## config.mk

```make
export PLATFORM = sky130hd
export DESIGN_NAME = message_cache_ring_check_top
export DESIGN_NICKNAME = d
export VERILOG_FILES = /design/src/rtl/mcrc_pkg.sv /design/src/rtl/mcrc_ram.sv /design/src/rtl/mcrc_ctrl.sv /design/src/rtl/mcrc_dp.sv /design/src/rtl/message_cache_ring_check_top.sv
export SDC_FILE = /design/constraint.sdc
export NUM_CORES = 2
export LEC_CHECK = 0
export ABC_CLOCK_PERIOD_IN_PS = 16910
export BUFFER_PORTS_ARGS = -buffer_cell sky130_fd_sc_hd__buf_2
export CELL_PAD_IN_SITES_DETAIL_PLACEMENT = 0
export CELL_PAD_IN_SITES_GLOBAL_PLACEMENT = 2
export CORE_MARGIN = 2
export CORE_UTILIZATION = 40
export CTS_CLUSTER_SIZE = 24
export DETAILED_ROUTE_END_ITERATION = 8
export PLACE_DENSITY = 0.72
export SYNTH_ARGS = -nofsm -noshare
export SYNTH_HDL_FRONTEND = slang
export SYNTH_HIERARCHICAL = 1
export SYNTH_SLANG_ARGS = --single-unit
```

## constraint.sdc

```tcl
create_clock -name i_clk -period 16.91 [get_ports i_clk]
set_input_delay 0.8455 -clock i_clk [delete_from_list [all_inputs] [get_ports i_clk]]
set_output_delay 0.8455 -clock i_clk [all_outputs]
set_load 0.05 [all_outputs]
```

## src/rtl/mcrc_pkg.sv

```systemverilog
`timescale 1ns / 1ps
// Shared types, widths and constants for the message cache ring check block.
package mcrc_pkg;

    localparam int CACHE_DEPTH = 32;
    localparam int ADDR_W      = $clog2(CACHE_DEPTH);
    localparam int CNT_W       = $clog2(CACHE_DEPTH + 1);
    localparam int CFG_W       = 6;
    localparam int VCNT_W      = 6;
    localparam int MODE_W      = 2;
    localparam int SRC_W       = 16;
    localparam int SEQ_W       = 24;
    localparam int KEY_W       = SRC_W + SEQ_W;

    localparam logic [CFG_W-1:0] CFG_RESET = CFG_W'(32);

    typedef enum logic [MODE_W-1:0] {
        MODE_ADD   = 2'd0,
        MODE_CHECK = 2'd1,
        MODE_CLEAR = 2'd2
    } t_mode;

    typedef struct packed {
        logic load;
        logic exec;
        logic scan_step;
        logic result_load;
    } t_cmd;

    typedef struct packed {
        logic [MODE_W-1:0] mode;
        logic              len_zero;
        logic              scan_last;
        logic              out_free;
    } t_sts;

    function automatic logic [CNT_W-1:0] ring_size(input logic [CFG_W-1:0] cfg);
        logic [CNT_W-1:0] n;
        if (cfg == '0) begin
            n = CNT_W'(1);
        end else if (int'(cfg) > CACHE_DEPTH) begin
            n = CNT_W'(CACHE_DEPTH);
        end else begin
            n = CNT_W'(cfg);
        end
        return n;
    endfunction

endpackage

```

## src/rtl/mcrc_ram.sv

```systemverilog
`timescale 1ns / 1ps
// Generic single-write, single-read RAM with registered read data.
module mcrc_ram #(
    parameter int WIDTH = 8,
    parameter int DEPTH = 16
) (
    input  logic                     i_clk,
    input  logic                     i_we,
    input  logic [$clog2(DEPTH)-1:0] i_waddr,
    input  logic [WIDTH-1:0]         i_wdata,
    input  logic [$clog2(DEPTH)-1:0] i_raddr,
    output logic [WIDTH-1:0]         o_rdata
);

    logic [WIDTH-1:0] r_mem [DEPTH];
    logic [WIDTH-1:0] r_rdata;

    always_ff @(posedge i_clk) begin
        if (i_we) begin
            r_mem[i_waddr] <= i_wdata;
        end
        r_rdata <= r_mem[i_raddr];
    end

    assign o_rdata = r_rdata;

endmodule

```

## src/rtl/mcrc_ctrl.sv

```systemverilog
`timescale 1ns / 1ps
// Controller state machine: sequences accept, execute, scan and result beats.
module mcrc_ctrl (
    input  logic          i_clk,
    input  logic          i_rst_n,
    input  logic          i_in_valid,
    output logic          o_in_stall,
    input  mcrc_pkg::t_sts i_sts,
    output mcrc_pkg::t_cmd o_cmd
);

    typedef enum logic [2:0] {
        ST_IDLE,
        ST_EXEC,
        ST_SCAN,
        ST_LAST,
        ST_RESULT
    } t_state;

    t_state         r_state;
    t_state         n_state;
    logic           r_in_stall;
    mcrc_pkg::t_cmd n_cmd;

    always_comb begin
        n_state = r_state;
        n_cmd   = '0;
        case (r_state)
            ST_IDLE: begin
                if (i_in_valid) begin
                    n_cmd.load = 1'b1;
                    n_state    = ST_EXEC;
                end
            end
            ST_EXEC: begin
                case (i_sts.mode)
                    mcrc_pkg::MODE_ADD, mcrc_pkg::MODE_CLEAR: begin
                        n_cmd.exec = 1'b1;
                        n_state    = ST_RESULT;
                    end
                    mcrc_pkg::MODE_CHECK: begin
                        n_state = i_sts.len_zero ? ST_RESULT : ST_SCAN;
                    end
                    default: begin
                        n_state = ST_RESULT;
                    end
                endcase
            end
            ST_SCAN: begin
                n_cmd.scan_step = 1'b1;
                if (i_sts.scan_last) begin
                    n_state = ST_LAST;
                end
            end
            ST_LAST: begin
                n_state = ST_RESULT;
            end
            ST_RESULT: begin
                if (i_sts.out_free) begin
                    n_cmd.result_load = 1'b1;
                    n_state           = ST_IDLE;
                end
            end
            default: begin
                n_state = ST_IDLE;
            end
        endcase
    end

    always_ff @(posedge i_clk) begin
        if (!i_rst_n) begin
            r_state    <= ST_IDLE;
            r_in_stall <= 1'b0;
        end else begin
            r_state    <= n_state;
            r_in_stall <= (n_state != ST_IDLE);
        end
    end

    assign o_in_stall = r_in_stall;
    assign o_cmd      = n_cmd;

    a_stall_when_busy: assert property (@(posedge i_clk) disable iff (!i_rst_n)
        (r_state != ST_IDLE) |-> r_in_stall)
        else $error("input not stalled while busy");

    a_load_leads_exec: assert property (@(posedge i_clk) disable iff (!i_rst_n)
        o_cmd.load |=> (r_state == ST_EXEC))
        else $error("accepted beat not executed");

    a_result_needs_slot: assert property (@(posedge i_clk) disable iff (!i_rst_n)
        o_cmd.result_load |-> i_sts.out_free)
        else $error("result loaded over a held beat");

endmodule

```

## src/rtl/mcrc_dp.sv

```systemverilog
`timescale 1ns / 1ps
// Datapath: ring state, entry memory, scan compare and output register.
module mcrc_dp (
    input  logic                         i_clk,
    input  logic                         i_rst_n,
    input  logic                         i_cfg_we,
    input  logic [mcrc_pkg::CFG_W-1:0]   i_cfg_data,
    input  logic [mcrc_pkg::MODE_W-1:0]  i_mode,
    input  logic [mcrc_pkg::SRC_W-1:0]   i_src,
    input  logic [mcrc_pkg::SEQ_W-1:0]   i_seq,
    input  mcrc_pkg::t_cmd               i_cmd,
    output mcrc_pkg::t_sts               o_sts,
    input  logic                         i_out_stall,
    output logic                         o_out_valid,
    output logic                         o_not_seen,
    output logic [mcrc_pkg::VCNT_W-1:0]  o_valid_count
);

    logic [mcrc_pkg::CFG_W-1:0]  r_cfg;
    logic [mcrc_pkg::CNT_W-1:0]  r_wp;
    logic                        r_wrap;
    logic [mcrc_pkg::MODE_W-1:0] r_mode;
    logic [mcrc_pkg::KEY_W-1:0]  r_key;
    logic [mcrc_pkg::CNT_W-1:0]  r_scan_idx;
    logic                        r_rd_pend;
    logic                        r_not_seen;
    logic                        r_out_valid;
    logic                        r_out_not_seen;
    logic [mcrc_pkg::VCNT_W-1:0] r_out_count;

    logic [mcrc_pkg::CNT_W-1:0]  ring_n;
    logic [mcrc_pkg::CNT_W-1:0]  len;
    logic [mcrc_pkg::CNT_W-1:0]  wp_eff;
    logic                        add_wraps;
    logic                        ram_we;
    logic [mcrc_pkg::KEY_W-1:0]  ram_rdata;
    logic                        out_free;

    assign ring_n    = mcrc_pkg::ring_size(r_cfg);
    assign len       = r_wrap ? ring_n : ((r_wp < ring_n) ? r_wp : ring_n);
    assign add_wraps = (r_wp >= ring_n);
    assign wp_eff    = add_wraps ? '0 : r_wp;
    assign ram_we    = i_cmd.exec && (r_mode == mcrc_pkg::MODE_ADD);
    assign out_free  = !r_out_valid || !i_out_stall;

    mcrc_ram #(
        .WIDTH (mcrc_pkg::KEY_W),
        .DEPTH (mcrc_pkg::CACHE_DEPTH)
    ) u_store (
        .i_clk   (i_clk),
        .i_we    (ram_we),
        .i_waddr (wp_eff[mcrc_pkg::ADDR_W-1:0]),
        .i_wdata (r_key),
        .i_raddr (r_scan_idx[mcrc_pkg::ADDR_W-1:0]),
        .o_rdata (ram_rdata)
    );

    always_ff @(posedge i_clk) begin
        if (!i_rst_n) begin
            r_cfg       <= mcrc_pkg::CFG_RESET;
            r_wp        <= '0;
            r_wrap      <= 1'b0;
            r_rd_pend   <= 1'b0;
            r_out_valid <= 1'b0;
        end else begin
            if (i_cfg_we) begin
                r_cfg <= i_cfg_data;
            end
            if (i_cmd.exec) begin
                if (r_mode == mcrc_pkg::MODE_ADD) begin
                    r_wp <= wp_eff + 1'b1;
                    if (add_wraps) begin
                        r_wrap <= 1'b1;
                    end
                end else begin
                    r_wp   <= '0;
                    r_wrap <= 1'b0;
                end
            end
            r_rd_pend <= i_cmd.scan_step;
            if (i_cmd.result_load) begin
                r_out_valid <= 1'b1;
            end else if (!i_out_stall) begin
                r_out_valid <= 1'b0;
            end
        end
    end

    always_ff @(posedge i_clk) begin
        if (i_cmd.load) begin
            r_mode     <= i_mode;
            r_key      <= {i_src, i_seq};
            r_scan_idx <= '0;
            r_not_seen <= (i_mode == mcrc_pkg::MODE_CHECK);
        end else begin
            if (i_cmd.scan_step) begin
                r_scan_idx <= r_scan_idx + 1'b1;
            end
            if (r_rd_pend && (ram_rdata == r_key)) begin
                r_not_seen <= 1'b0;
            end
        end
        if (i_cmd.result_load) begin
            r_out_not_seen <= r_not_seen;
            r_out_count    <= mcrc_pkg::VCNT_W'(len);
        end
    end

    assign o_sts.mode      = r_mode;
    assign o_sts.len_zero  = (len == '0);
    assign o_sts.scan_last = (r_scan_idx == len - 1'b1);
    assign o_sts.out_free  = out_free;

    assign o_out_valid   = r_out_valid;
    assign o_not_seen    = r_out_not_seen;
    assign o_valid_count = r_out_count;

    a_wp_bounded: assert property (@(posedge i_clk) disable iff (!i_rst_n)
        int'(r_wp) <= mcrc_pkg::CACHE_DEPTH)
        else $error("write position beyond cache depth");

    a_scan_in_range: assert property (@(posedge i_clk) disable iff (!i_rst_n)
        i_cmd.scan_step |-> (r_scan_idx < len))
        else $error("scan reads past valid entries");

    a_no_write_during_scan: assert property (@(posedge i_clk) disable iff (!i_rst_n)
        (i_cmd.scan_step || r_rd_pend) |-> !ram_we)
        else $error("entry written during scan");

endmodule

```

## src/rtl/message_cache_ring_check_top.sv

```systemverilog
`timescale 1ns / 1ps
// Sequence: add, clear, unused mode and a check over no entries pass from accept
// through execute to the result state; a check over L valid entries (1 <= L <= 32)
// passes the scan and last states between. A new item is accepted only after the
// previous result is loaded, and the scan reads the entry memory one entry per cycle
// through its single read port. Reset (synchronous, active low) empties the ring,
// sets the ring size to 32 and clears the handshakes; entry memory is not cleared.
module message_cache_ring_check_top (
    input  logic                          i_clk,
    input  logic                          i_rst_n,
    input  logic                          i_in_valid,
    output logic                          o_in_stall,
    input  logic [mcrc_pkg::MODE_W-1:0]   i_mode,
    input  logic [mcrc_pkg::SRC_W-1:0]    i_src,
    input  logic [mcrc_pkg::SEQ_W-1:0]    i_seq,
    output logic                          o_out_valid,
    input  logic                          i_out_stall,
    output logic                          o_not_seen,
    output logic [mcrc_pkg::VCNT_W-1:0]   o_valid_count,
    input  logic                          i_cfg_valid,
    output logic                          o_cfg_ready,
    input  logic [mcrc_pkg::CFG_W-1:0]    i_cfg_data
);

    mcrc_pkg::t_cmd cmd;
    mcrc_pkg::t_sts sts;

    assign o_cfg_ready = 1'b1;

    mcrc_ctrl u_ctrl (
        .i_clk      (i_clk),
        .i_rst_n    (i_rst_n),
        .i_in_valid (i_in_valid),
        .o_in_stall (o_in_stall),
        .i_sts      (sts),
        .o_cmd      (cmd)
    );

    mcrc_dp u_dp (
        .i_clk         (i_clk),
        .i_rst_n       (i_rst_n),
        .i_cfg_we      (i_cfg_valid && o_cfg_ready),
        .i_cfg_data    (i_cfg_data),
        .i_mode        (i_mode),
        .i_src         (i_src),
        .i_seq         (i_seq),
        .i_cmd         (cmd),
        .o_sts         (sts),
        .i_out_stall   (i_out_stall),
        .o_out_valid   (o_out_valid),
        .o_not_seen    (o_not_seen),
        .o_valid_count (o_valid_count)
    );

endmodule

```

==> impl_metrics.yaml <==
global_routing:
  grt_pass1_vias: 28400
  antenna_found_initial: 1
  grt_max_degree: 141
  grtUsageTotal: 0.189
  grt_pass1_wl_microns: 191000
  grt_overflow: 0
floorplan:
  core_sq_um: 135000
  die-width_microns: 373
  die-area_sq_um: 139000
  io-pin-count: 63
  initial_core_util: 0.402
  die_height_microns: 373
  row_count: 135
cells_and_area:
  final_common_cell: "edfxtp_1"
  fin_util: 0.454
  syn_to_final_growth_pct: 12.9
  layout.cells.non_filler: 5162
  fillCellCount: 11600
  mostFrequentLayoutCells: "edfxtp_1, mux2i_1, clkbuf_16"
  multi_input_area_sq_um: 12300
  seqCellArea_sq_um: 41200
  layout.nets: 3327
  drive_above_1_share: 0.120
detailed_routing:
  antenna_left: 0
  routed_wl_microns: 131000
  drt-pass1-iter-count: 7
  viasPerCell: 5.46
  num_vias: 28200
  post_drt_wl_per_cell_microns: 25.3
  route.detailed.drc: 0
  drt-initial-drc-count: 2213
clock_tree:
  path_clk_slew_ps: 60
  post_cts_buffers: 0
  cts_root_buf: "clkbuf_16"
  cts_max_level: 4
  cts_resized: 0
  cts_tree: "built"
  hold_buffers: 0
  clk_path_buf_depth: 3
  cts_made_buffers: 142
  clock_latency_ps: 740
  clock-sinks: 1395
logic_synthesis:
  seq_area_frac_synth: 0.759
  synth-main-ff-cell: "edfxtp_1"
  synth_mux_area_frac: 0.120
  avgSynthCellArea_sq_um: 17.3
  yosys.area_share.xor_xnor: 0.00790
  ys_top_cells_by_area: "edfxtp_1, mux2i_1, dfxtp_1, a22oi_1, a22o_1"
  synth_compound_area_frac: 0.0514
  syn-cell-area_sq_um: 54300
  synth-simple-area-share: 0.0395
  asyncSetResetFlopFracSynth: 0
  synth_nets: 3204
  synth_top_family_by_area: "multiplexers"
  postSynthCellCount: 3141
  synth_top_area_frac: 0.735
  ys_warn_count: 6
  synth-seq-cells: 1395
  synth_top_area_cell: "edfxtp_1"
  ys_types: 66
  synthAdderAreaFrac: 0.00230
  synth-edff-count: 1330
timing:
  rsz0062_at_grt: "no"
  hold_ws_ps: 289
  timing_hold_violations_final: 0
  slew_headroom: 0.263
  drv_slew: 0
  fmax_mhz: 207
  tns_ps: 0
  post-route-period-util: 0.286
  period_needed_ps: 4830
  setup_violations: 0
  clock_skew_ps: 32.9
  tightest_slew_ps: 1110
setup_path:
  startpoint_type: "register"
  cp-end-kind: "register"
  critPathMaxFanout: 22
  worstPathArrival_ps: 5190
  crit_required_ps: 17270
  path_class: "reg2reg"
placement:
  dp.cells: 4901
  dp_hpwl_microns: 68100
  gp_congestion: 0.824
  io_buffer_count: 61
hold_path:
  hold_path.class: "in2reg"
power_and_ir_drop:
  ir_worst_vdd_mv: 0.121
  powerDensity_nw_per_um2: 114
  p_leak_nw: 18.5
run_status:
  status: "finished clean"
run:
  cap_viol_max_count: 0
==> synth_stat cells, drive strengths merged (48+ instances only) <==
cell type and n:
a21oi 131, a22o 80, a22oi 121, buf 99, clkbuf 71, dfxtp 65
edfxtp 1330, mux2i 654, nand2 143, nand3 126, nor2 57, nor3 48
==> cell type report <==
| class | count | share of cell area |
|---|---|---|
| clock buffers | 200 | 0.0657 |
| clock inverters | 60 | 0.00712 |
| flip-flops and latches | 1395 | 0.672 |
| well taps | 1781 | 0.0363 |
| multi-input cells | 1567 | 0.201 |
| diodes | 1 | 0.0000408 |
| inverters | 9 | 0.000551 |
| repair buffers | 149 | 0.0170 |
==> worst paths after layout <==
check	startpoint	endpoint	slack, ps	cells past startpoint
setup reg to reg	u_ctrl/r_state[0]$_SDFF_PN0_	u_dp/u_store/r_mem[21][0]$_DFFE_PP_	12080	6
setup / recovery	u_ctrl/r_state[0]$_SDFF_PN0_	u_dp/u_store/r_mem[21][0]$_DFFE_PP_	12080	6
hold / removal	i_seq[11]	u_dp/r_key[11]$_DFFE_PP_	290	1
hold reg to reg	u_dp/r_not_seen$_SDFFCE_PN0P_	u_dp/o_not_seen$_DFFE_PP_	450	0
==> registers in the layout (all words and copies together) (netlist names), 2 cells and up <==
signal	flops
u_ctrl/r_state	3
u_dp/o_valid_count	6
u_dp/r_cfg	6
u_dp/r_key	40
u_dp/r_mode	2
u_dp/r_scan_idx	6
u_dp/r_wp	6
u_dp/u_store/o_rdata	40
u_dp/u_store/r_mem	1280
==> critical path, cell delays in order (launching register included) <==
cell	delay, ps
dfxtp_1	500
nor4b_1	860
inv_2	150
nor3_2	570
nand3b_1	730
nor2_4	1030
buf_4	560
==> metrics by stage <==
stage / area (sq um) / total power [mW] / setup slack, ps
4_1_cts: 61400 / 7.08 / 12090
6_report: 61400 / 7.00 / 12080
3_3_place_gp: 56900 / 4.09 / 12130
5_1_grt: 61400 / 7.23 / 11770
3_5_place_dp: 56900 / 4.10 / 12130
2_1_floorplan: 54300 / 4.02 / 10900
==> per-layer routing <==
| metal | wire (microns) | GRT usage |
|---|---|---|
| met5 | 11 | 0 |
| met1 | 57900 | 0.258 |
| met3 | 5190 | 0.0240 |
| met2 | 65000 | 0.317 |
| met4 | 2740 | 0.0527 |
==> cells by family after synthesis <==
group / count (synthesis)
muxes: 654
and+or+nand+nor: 445
AOI/OAI and AO/OA: 408
other: 1
buffers and inverters: 179
DFF: 1395
xor gates and xnor gates: 49
adders and majority gates: 10
==> report_power, final <==
part / leakage [nW] / total [mW] / switching [mW] / internal, mW
clock network: 2.19 / 2.99 / 1.25 / 1.74
logic: 3.76 / 0.192 / 0.132 / 0.0599
registers: 12.5 / 3.83 / 0.0127 / 3.81
total: 18.5 / 7.00 / 1.39 / 5.61
Power figures use the tool's default switching activity.
